===== src/sv/sftd_pkg.sv =====
// Shared types, constants and functions of the spectrum downsampler.
`default_nettype none
package sftd_pkg;

   localparam int SampleWidth = 8;
   localparam int FactorWidth = 7;
   localparam int RowLenWidth = 13;
   localparam int ChanWidth   = 12;
   localparam int SumWidth    = 16;
   localparam int QuotWidth   = 8;

   // Largest row and largest averaging factor
   localparam int MaxChannels = 4096;
   localparam int MaxFactor   = 64;

   // Configuration register indexes
   typedef enum logic [1:0] {
      CSR_FREQ_FACTOR = 2'd0,
      CSR_TIME_FACTOR = 2'd1,
      CSR_ROW_LENGTH  = 2'd2,
      CSR_UNUSED      = 2'd3
   } csr_index_type;

   // Divider sequencer states
   typedef enum logic [1:0] {
      DIV_IDLE,
      DIV_RUN,
      DIV_DONE
   } div_state_type;

   // Back end sequencer states
   typedef enum logic [2:0] {
      BK_IDLE,
      BK_FDIV,
      BK_READ,
      BK_TDIV_START,
      BK_TDIV,
      BK_OUT
   } bk_state_type;

   // One job handed from front to back: a finished frequency-group sum
   typedef struct packed {
      logic signed [SumWidth-1:0] sum;
      logic [ChanWidth-1:0]       channel;
      logic                       first_row;
      logic                       last_row;
      logic                       last_in_row;
   } job_type;

   // Clamp a factor register to the range 1 .. max
   function automatic logic [FactorWidth-1:0] clamp_factor(
      input logic [FactorWidth-1:0] f,
      input logic [FactorWidth-1:0] max_f
   );
      logic [FactorWidth-1:0] r;
      r = f;
      if (f == '0) r = FactorWidth'(1);
      else if (f > max_f) r = max_f;
      return r;
   endfunction

endpackage
`default_nettype wire


===== src/sv/sftd_queue.sv =====
// Small FIFO of jobs between the front and back ends.
`default_nettype none
module sftd_queue #(
   parameter int Depth = 4
) (
   input  wire logic         clock,
   input  wire logic         reset,
   input  wire logic         push,
   input  wire sftd_pkg::job_type push_data,
   output logic              full,
   input  wire logic         pop,
   output logic              empty,
   output sftd_pkg::job_type pop_data
);
   import sftd_pkg::*;

   localparam int AW = (Depth > 1) ? $clog2(Depth) : 1;

   job_type           mem_ff [Depth];
   logic [AW-1:0]     wp_ff, wp_in;
   logic [AW-1:0]     rp_ff, rp_in;
   logic [AW:0]       cnt_ff, cnt_in;

   // Pointer and count update
   always_comb begin
      wp_in  = wp_ff;
      rp_in  = rp_ff;
      cnt_in = cnt_ff;
      if (push) wp_in = (wp_ff == AW'(Depth - 1)) ? '0 : wp_ff + AW'(1);
      if (pop)  rp_in = (rp_ff == AW'(Depth - 1)) ? '0 : rp_ff + AW'(1);
      if (push && !pop) cnt_in = cnt_ff + (AW+1)'(1);
      else if (pop && !push) cnt_in = cnt_ff - (AW+1)'(1);
   end

   always_ff @(posedge clock) begin
      if (reset) begin
         wp_ff  <= '0;
         rp_ff  <= '0;
         cnt_ff <= '0;
      end else begin
         wp_ff  <= wp_in;
         rp_ff  <= rp_in;
         cnt_ff <= cnt_in;
      end
      if (push) mem_ff[wp_ff] <= push_data;
   end

   assign full     = (cnt_ff == (AW+1)'(Depth));
   assign empty    = (cnt_ff == '0);
   assign pop_data = mem_ff[rp_ff];

endmodule
`default_nettype wire


===== config.mk =====
export PLATFORM = sky130hd
export DESIGN_NAME = sftd_queue
export DESIGN_NICKNAME = d
export VERILOG_FILES = /design/src/sv/sftd_pkg.sv /design/src/sv/sftd_queue.sv
export SDC_FILE = /design/constraint.sdc
export NUM_CORES = 1
export LEC_CHECK = 0
export ABC_CLOCK_PERIOD_IN_PS = 3510
export BUFFER_PORTS_ARGS = -buffer_cell sky130_fd_sc_hd__buf_2
export CAP_MARGIN = 0
export CORE_AREA = 2 2 96 98
export DETAILED_ROUTE_END_ITERATION = 16
export DIE_AREA = 0 0 98 100
export PLACE_DENSITY = 0.79
export SETUP_SLACK_MARGIN = 0.3
export SLEW_MARGIN = 0
export SYNTH_ARGS = -nofsm -noshare
export SYNTH_HDL_FRONTEND = slang
export SYNTH_SLANG_ARGS = --single-unit
export TNS_END_PERCENT = 100

===== constraint.sdc =====
create_clock -name clock -period 3.51 [get_ports clock]
set_clock_uncertainty 0.15 [all_clocks]
set_input_delay 0.351 -clock clock [delete_from_list [all_inputs] [get_ports clock]]
set_output_delay 0.351 -clock clock [all_outputs]
set_load 0.01 [all_outputs]

==> impl_metrics.tcl <==
set metrics [dict create \
    synth_cell_type_count 18 \
    cts_tree "done" \
    grt_pass1_wl_um 13500 \
    vias_per_cell 5.40 \
    grt_antenna_before_repair 0 \
    rrSetupSlack_ps 1680 \
    holdPathEnd "wp_ff[0]" \
    start_util 0.553 \
    maxSlewHeadroom 0.430 \
    mostFrequentLayoutCells "124 x edfxtp_1, 67 x buf_2, 32 x dlygate4sd3_1" \
    final_nets 361 \
    insertedDiodeCount 0 \
    num_vias 2394 \
    synth_top_area_frac 0.758 \
    avgSynthCellArea_um2 24.0 \
    clkSlewWorstSetupHoldPaths_ps 60 \
    layout-drive-gt1-share 0.407 \
    synth_area_um2 4910 \
    fill_cells 543 \
    ys_seq_area_frac 0.794 \
    rsz0062_at_grt "no" \
    synth-seq-cells 133 \
    power_density_nw_per_um2 618 \
    slowest_delay_ps 660 \
    path_max_fanout 15 \
    die_h_um 100 \
    ctsHtreeMaxLevel 4 \
    hold_class "input pin to flop" \
    synthesis.nets 247 \
    cts_root_buf "clkbuf_8" \
    rows 35 \
    dp_hpwl_um 4710 \
    period_needed_ps 2720 \
    dieArea_um2 9800 \
    endpoint_kind "output pin" \
    finalSetupViolCount 0 \
    leakagePower_nw 2.21 \
    netlist_instances 205 \
    cp_data_required_time_ps 3010 \
    tightestPinTransition_ps 856 \
    io_pins 68 \
    portBuffers 67 \
    hold_path_startpoint "push" \
    fmax_ghz 0.367 \
    drt-initial-drc-count 131 \
    cap_violations 0 \
    synthTopCellsByArea "edfxtp_1 76%, mux4_2 14%, dfxtp_1 3.7%" \
    postRouteAntennaNets 0 \
    cts.sinks 133 \
    worst_path_max_delay_cell "dfxtp_2" \
    fin_crit_sh 0.776 \
    drv_slew 0 \
    yosysTopAreaCell "edfxtp_1" \
    r2r-start "wp_ff[0]" \
    die_width_um 98 \
    p_total_mw 3.87 \
    path_cells "buf_4, mux4_2, buf_2" \
    grt_max_degree 32 \
    gr-total-overflow 0 \
    whs_path_depth 3 \
    firstDrtPassIters 4 \
    first_global_vias 2485 \
    final_common_cell "edfxtp_1" \
    routed_wl_um 8720 \
    yosysWarnings 0 \
    peakVddDrop_mv 0.366 \
    hold_viol 0 \
    worstSkewPairLatency_ps 500 \
    clk_path_buf_depth 2 \
    postCtsSetupRepairBufs 0 \
    cts_made_buffers 17 \
    ff2ff_path_depth 2 \
    crit_type "flop to output pin" \
    route.detailed.drc 0 \
    place.gp.congestion 0.675 \
    status "finished, final reports clean" \
    grt_use_total 0.190 \
    area_growth_pct 27.4 \
    worstSetupStartpointType "flop" \
    post_drt_wl_per_cell_um 19.7 \
    setup_tns_ps 0 \
    r2r_end "mem_ff[3][11]" \
    cp.arrival_ps 2220 \
    coreArea_um2 8890 \
]
-- stage by stage --
stage	setup WS, ps	instance area (um^2)	hold WS, ps	cells	util
final	786	6260	44.5	443	0.705
after global placement	1290	5360	336	379	0.603
after floorplan	1650	4910	270	205	-
after global routing	613	6260	72.0	443	0.705
after CTS	682	6260	23.7	443	0.705
after detailed placement	1240	5360	342	379	0.603
-- flip-flops by register name (all words and copies together), names as in the netlist, named ones only --
register,cells
wp_ff,2
rp_ff,2
mem_ff,124
cnt_ff,3
-- layer usage --
metal  GRT usage  up-vias  part of all wire
met5           0        -                 0
met2       0.327       73              0.54
met3      0.0474        8             0.040
met1       0.231     1222              0.41
li1            -     1091                 -
met4      0.0823        0             0.011
-- worst max path at each step --
stage	start	endpoint	slack [ps]	cells after the start
global route	flop	pop_data[23]	610	3
global placement	flop	pop_data[25]	1290	3
CTS	flop	pop_data[23]	680	3
detailed placement	flop	pop_data[23]	1240	3
finish	flop	pop_data[23]	790	3
floorplan	wp_ff[0]	mem_ff[3][0]	1650	2
-- critical path, delay by kind of cell, from the launching register on --
family	cells	cell delay, ps
flops	1	660
mux	1	550
buf+inv	2	510
-- cells in the mapped netlist (all sizes together) --
cell and number:
edfxtp 124, mux4 31, dfxtp 9, nor2 7, buf 6, ha 6, and2 4, inv 4
mux2i 4, a21oi 2, nor3b 2, xor2 2, fa 1, nor3 1, o21ai 1, or3 1
-- final cells by class --
type / instances / area [um^2] / area share
Clock buffer: 19 / 422 / 0.0673
Sequential cell: 133 / 3910 / 0.624
Inverter: 4 / 15.0 / 0.00240
Tap cell: 111 / 139 / 0.0222
Multi-Input combinational cell: 62 / 952 / 0.152
Timing Repair Buffer: 101 / 671 / 0.107
Clock inverter: 13 / 159 / 0.0254
-- timing repair --
action | 4_1_cts | 5_1_grt
gates resized for setup | 0 | 0
hold buffers | 32 | 0
hold endpoints to repair | 133 | 0
-- cells by family (layout without fill, tap and decap cells) --
logic type | Yosys count | in the layout | share of synthesized area
adders and majority gates | 7 | 7 | 0.0193
AOI/OAI and AO/OA | 3 | 3 | 0.00305
buffers and inverters | 10 | 137 | 0.0130
and+or+nand+nor | 15 | 15 | 0.0158
xor gates and xnor gates | 2 | 2 | 0.00356
muxes | 35 | 35 | 0.151
DFF | 133 | 133 | 0.794
-- where the power goes --
part / internal [mW] / switching, mW / leakage, nW
sequential: 1.82 / 0.0439 / 1.21
combinational: 0.162 / 0.149 / 0.721
clock: 1.08 / 0.620 / 0.278
total: 3.06 / 0.813 / 2.21
No activity file was read; power rests on OpenSTA's default activity.
