### config.mk
export PLATFORM = sky130hd
export DESIGN_NAME = sftd_front
export DESIGN_NICKNAME = d
export VERILOG_FILES = /design/src/sv/sftd_pkg.sv /design/src/sv/sftd_front.sv
export SDC_FILE = /design/constraint.sdc
export NUM_CORES = 1
export LEC_CHECK = 0
export ABC_AREA = 1
export BUFFER_PORTS_ARGS = -buffer_cell sky130_fd_sc_hd__buf_4
export CAP_MARGIN = 10
export CORE_MARGIN = 2
export CORE_UTILIZATION = 41
export DETAILED_ROUTE_END_ITERATION = 16
export PLACE_DENSITY_LB_ADDON = 0.08
export SKIP_LAST_GASP = 1
export SLEW_MARGIN = 20
export SYNTH_ARGS = -nofsm -noshare
export SYNTH_HDL_FRONTEND = slang
export SYNTH_SLANG_ARGS = --single-unit
export TNS_END_PERCENT = 1
### constraint.sdc
create_clock -name clock -period 5.1 [get_ports clock]
set_clock_uncertainty 0.2 [all_clocks]
set_input_delay 0.255 -clock clock [delete_from_list [all_inputs] [get_ports clock]]
set_output_delay 0.255 -clock clock [all_outputs]
set_load 0.03 [all_outputs]
### src/sv/sftd_pkg.sv
// Shared types, constants and functions of the spectrum downsampler.
`default_nettype none
package sftd_pkg;

   localparam int SampleWidth = 8;
   localparam int FactorWidth = 7;
   localparam int RowLenWidth = 13;
   localparam int ChanWidth   = 12;
   localparam int SumWidth    = 16;
   localparam int QuotWidth   = 8;

   // Largest row and largest averaging factor
   localparam int MaxChannels = 4096;
   localparam int MaxFactor   = 64;

   // Configuration register indexes
   typedef enum logic [1:0] {
      CSR_FREQ_FACTOR = 2'd0,
      CSR_TIME_FACTOR = 2'd1,
      CSR_ROW_LENGTH  = 2'd2,
      CSR_UNUSED      = 2'd3
   } csr_index_type;

   // Divider sequencer states
   typedef enum logic [1:0] {
      DIV_IDLE,
      DIV_RUN,
      DIV_DONE
   } div_state_type;

   // Back end sequencer states
   typedef enum logic [2:0] {
      BK_IDLE,
      BK_FDIV,
      BK_READ,
      BK_TDIV_START,
      BK_TDIV,
      BK_OUT
   } bk_state_type;

   // One job handed from front to back: a finished frequency-group sum
   typedef struct packed {
      logic signed [SumWidth-1:0] sum;
      logic [ChanWidth-1:0]       channel;
      logic                       first_row;
      logic                       last_row;
      logic                       last_in_row;
   } job_type;

   // Clamp a factor register to the range 1 .. max
   function automatic logic [FactorWidth-1:0] clamp_factor(
      input logic [FactorWidth-1:0] f,
      input logic [FactorWidth-1:0] max_f
   );
      logic [FactorWidth-1:0] r;
      r = f;
      if (f == '0) r = FactorWidth'(1);
      else if (f > max_f) r = max_f;
      return r;
   endfunction

endpackage
`default_nettype wire

### src/sv/sftd_front.sv
// Front end: frequency grouping, channel and row counting, job issue.
`default_nettype none
module sftd_front (
   input  wire logic                                  clock,
   input  wire logic                                  reset,
   input  wire logic [sftd_pkg::FactorWidth-1:0]      freq_factor,
   input  wire logic [sftd_pkg::FactorWidth-1:0]      time_factor,
   input  wire logic [sftd_pkg::RowLenWidth-1:0]      row_length,
   input  wire logic                                  req_valid,
   output logic                                       req_stall,
   input  wire logic signed [sftd_pkg::SampleWidth-1:0] req_sample,
   input  wire logic                                  req_block_start,
   output logic                                       job_valid,
   input  wire logic                                  job_full,
   output sftd_pkg::job_type                          job
);
   import sftd_pkg::*;

   logic signed [SumWidth-1:0]  fsum_ff, fsum_in;
   logic [FactorWidth-1:0]      fcnt_ff, fcnt_in;
   logic [RowLenWidth-1:0]      chan_ff, chan_in;
   logic [FactorWidth-1:0]      row_ff, row_in;

   logic                        accept;
   logic signed [SumWidth-1:0]  fsum_c;
   logic [FactorWidth-1:0]      fcnt_c;
   logic [RowLenWidth-1:0]      chan_c;
   logic [FactorWidth-1:0]      row_c;
   logic [RowLenWidth-1:0]      chan_next;
   logic [FactorWidth-1:0]      row_next;
   logic                        group_done;

   assign req_stall = job_full;
   assign accept    = req_valid && !job_full;

   // Counter cleanup, then accumulate
   always_comb begin
      fsum_c = fsum_ff;
      fcnt_c = fcnt_ff;
      chan_c = chan_ff;
      row_c  = row_ff;
      if (req_block_start) begin
         fsum_c = '0;
         fcnt_c = '0;
         chan_c = '0;
         row_c  = '0;
      end
      if (fcnt_c >= freq_factor) begin
         fcnt_c = '0;
         fsum_c = '0;
      end
      if (chan_c >= row_length) chan_c = '0;
      if (row_c >= time_factor) row_c = '0;

      fsum_c     = fsum_c + SumWidth'(req_sample);
      fcnt_c     = fcnt_c + FactorWidth'(1);
      group_done = (fcnt_c >= freq_factor);

      chan_next = chan_c + RowLenWidth'(1);
      row_next  = row_c;
      if (chan_next >= row_length) begin
         chan_next = '0;
         row_next  = row_c + FactorWidth'(1);
         if (row_next >= time_factor) row_next = '0;
      end

      fsum_in = fsum_c;
      fcnt_in = fcnt_c;
      chan_in = chan_c;
      row_in  = row_c;
      if (group_done) begin
         fsum_in = '0;
         fcnt_in = '0;
         chan_in = chan_next;
         row_in  = row_next;
      end
   end

   always_ff @(posedge clock) begin
      if (reset) begin
         fsum_ff <= '0;
         fcnt_ff <= '0;
         chan_ff <= '0;
         row_ff  <= '0;
      end else if (accept) begin
         fsum_ff <= fsum_in;
         fcnt_ff <= fcnt_in;
         chan_ff <= chan_in;
         row_ff  <= row_in;
      end
   end

   // Job word toward the back end
   always_comb begin
      job_valid       = accept && group_done;
      job.sum         = fsum_c;
      job.channel     = ChanWidth'(chan_c);
      job.first_row   = (row_c == '0);
      job.last_row    = (row_c == time_factor - FactorWidth'(1));
      job.last_in_row = (chan_c == row_length - RowLenWidth'(1));
   end

endmodule
`default_nettype wire

==> impl_metrics.tcl <==
set metrics [dict create \
    cap_viol_max_count 0 \
    synthesis.instances 872 \
    dieArea_um2 14500 \
    synth_edf_count 0 \
    synth_cell_types 46 \
    numPortBuffers 72 \
    antenna_left 0 \
    relSlewSlack_pct 67.9 \
    nets 1060 \
    start_kind "flop" \
    syn_area_per_cell_um2 6.36 \
    internal-power_mw 0.758 \
    crit_type "reg -> out" \
    syn_to_final_growth_pct 16.8 \
    critical_path.startpoint "fcnt_ff[4]" \
    vias 5636 \
    grt_overflow 0 \
    fin_crit_sh_pct 89.9 \
    crit_fanout 23 \
    vias_per_cell 5.04 \
    cts_root_buf "clkbuf_16" \
    async_reset_ff_share_pct 0 \
    track_usage_pct 21.2 \
    worst_slew_pin_slew_ns 0.479 \
    ios 73 \
    p_switching_mw 0.363 \
    core_area_um2 13200 \
    regArea_um2 861 \
    antenna_found_initial 0 \
    rsz0062_at_grt "no" \
    diodes 0 \
    post-route-util_pct 48.9 \
    cts_hold_buf 0 \
    htreeDepth 2 \
    cts-buffers-inserted 5 \
    hold_viol_final 0 \
    first_pass_iters 5 \
    worst_ep_required_time_ns 4.64 \
    clock_power_share_pct 37.5 \
    synth_seq_area_share_pct 15.5 \
    synth_seq_cells 43 \
    pwr-share-seq_pct 32.1 \
    syn_nets 990 \
    combPwrFrac_pct 30.4 \
    gp_congestion 0.890 \
    clk_latency_ns 0.29 \
    worstPathArrival_ns 4.13 \
    outcome "finished, final reports clean" \
    routed_wl_mm 15.0 \
    tritoncts "done" \
    drt_iter0_drc 248 \
    rows 42 \
    peakVddDrop_mv 0.151 \
    drv_slew 0 \
    placed_area_um2 6280 \
    dieWidth_um 120 \
    hold_path_class "in -> reg" \
    fin_setup_tns_ns 0 \
    dp_hpwl_mm 12.1 \
    multi_input_area_um2 4120 \
    period_needed_ns 4.59 \
    clockBufferDepth 2 \
    routedWlPerCell_um 13.4 \
    initial_core_util_pct 41.9 \
    setup_violations 0 \
    finalInstanceArea_um2 6480 \
    yosysWarnings 0 \
    grt_pass1_vias 5286 \
    clk_pin_slew_ns 0.06 \
    synthFlopType "dfxtp_1" \
    p_per_area_nw_per_um2 173 \
    placed_cells 1111 \
    fmax_mhz 218 \
    p_leak_nw 3.25 \
    cts.sinks 43 \
    r2r-start "chan_ff[6]" \
    drive_above_1_share_pct 14.4 \
    syn_area_um2 5550 \
    nFillCells 1441 \
    die_h_um 120 \
    hp-start "reset" \
    crit_path_end_kind "primary output" \
    grt_pass1_wl_mm 25.1 \
    remaining_drc_errors 0 \
    swShare_pct 32.4 \
    grt_max_degree 37 \
    finalNonFillerCells 1119 \
    p_total_mw 1.12 \
]
==> stage by stage <==
step / hold slack [ns] / setup WS, ns
6_report: 0.180 / 0.515
5_1_grt: 0.201 / 0.0382
4_1_cts: 0.183 / 0.462
3_5_place_dp: 0.257 / 0.388
3_3_place_gp: 0.253 / 0.394
2_1_floorplan: 0.245 / 0.397
==> routing by layer <==
metal / track usage (%) / up-vias / wire length [um]
li1: - / 3009 / -
met1: 28.6 / 2489 / 7200
met2: 36.0 / 118 / 6960
met3: 2.97 / 20 / 633
met4: 4.29 / 0 / 236
met5: 0 / - / 0
==> worst max-delay path, stage by stage (launching register included) <==
cell and delay, ns:
dfxtp_1 0.36, inv_1 0.05, nor2_1 0.21, ha_1 0.31, a21oi_1 0.14, nor2_1 0.05
nor3_1 0.14, nand3_1 0.20, buf_4 0.28, nor2_1 0.14, ha_1 0.19, inv_1 0.06
fa_1 0.40, o21ai_1 0.31, nand3_1 0.11, nand2_1 0.15, nand3_1 0.11, a21boi_1 0.22
nand2_1 0.10, and2_1 0.17, buf_4 0.16
==> state kept, by name (all words and copies together) (netlist names) <==
register	flops
fcnt_ff	7
row_ff	7
chan_ff	13
fsum_ff	16
==> cell families (layout without fill, tap and decap cells) <==
logic type	Yosys count	in the layout	synth area share [%]
simple gates	422	422	35.4
compound gates	144	144	14.3
buf+inv	142	213	10.3
fa+ha+maj	78	78	17.7
xor+xnor	43	43	6.79
flops	43	43	15.5
==> layout make-up <==
type / count / share of cell area, %
Timing Repair Buffer: 84 / 9.73
Sequential cell: 43 / 13.3
Clock buffer: 6 / 1.99
Inverter: 121 / 7.05
Multi-Input combinational cell: 687 / 63.6
Tap cell: 176 / 3.40
Clock inverter: 2 / 0.927
==> Yosys cell counts, types with 8 or more instances <==
master    count  area (um^2)
a21oi_1      86          430
and2_1       10         62.6
clkbuf_1     11         41.3
dfxtp_1      43          861
ha_1         77          963
inv_1       116          435
nand2_1     207          777
nand3_1      47          235
nand4_1      24          150
nor2_1       83          312
nor2_2        8         50.1
nor3_1       13         65.1
nor3_2        9         90.1
o21ai_0      29          145
xor2_1       37          324
==> power groups by stage <==
| stage | Sequential, mW | Combinational, mW | Clock [mW] |
|---|---|---|---|
| after global routing | 0.361 | 0.383 | 0.445 |
| after CTS | 0.359 | 0.343 | 0.432 |
| after floorplan | 0.364 | 0.232 | 0 |
| final | 0.359 | 0.341 | 0.420 |
| after detailed placement | 0.367 | 0.341 | 0 |
| after global placement | 0.367 | 0.343 | 0 |
==> worst paths after layout <==
kind | cells after the start | endpoint | slack, ns
worst max-delay path | 20 | job[25] | 0.51
worst min-delay path | 2 | fcnt_ff[6] | 0.18
worst max register to register | 24 | row_ff[5] | 0.57
worst min register to register | 2 | fsum_ff[13] | 0.26
==> placed cells by master (no fill, tap or decap), types with 3 or more instances in the layout <==
cell type / synthesis / layout
nor3_1: 13 / 13
a21oi_2: 4 / 4
and2_1: 10 / 10
nor2_4: 2 / 3
o21ai_1: 6 / 6
ha_1: 77 / 77
nand2_1: 207 / 207
nand2_2: 6 / 6
inv_1: 116 / 116
nor3_2: 9 / 9
o21ai_0: 29 / 29
nand4_4: 4 / 4
clkbuf_16: 0 / 5
xnor2_1: 6 / 6
xor2_1: 37 / 37
nand3_1: 47 / 47
a21o_1: 3 / 3
a21oi_1: 86 / 86
buf_4: 1 / 84
a22oi_1: 4 / 4
nor2_1: 83 / 83
nand4_1: 24 / 24
nor2_2: 8 / 7
inv_2: 4 / 4
dfxtp_1: 43 / 43
==> repair_timing <==
action	4_1_cts	5_1_grt
hold endpoints to repair	0	0
setup endpoints to repair	0	3
setup buffers	0	0
resized for setup	0	1
No activity file was read; power rests on OpenSTA's default activity.
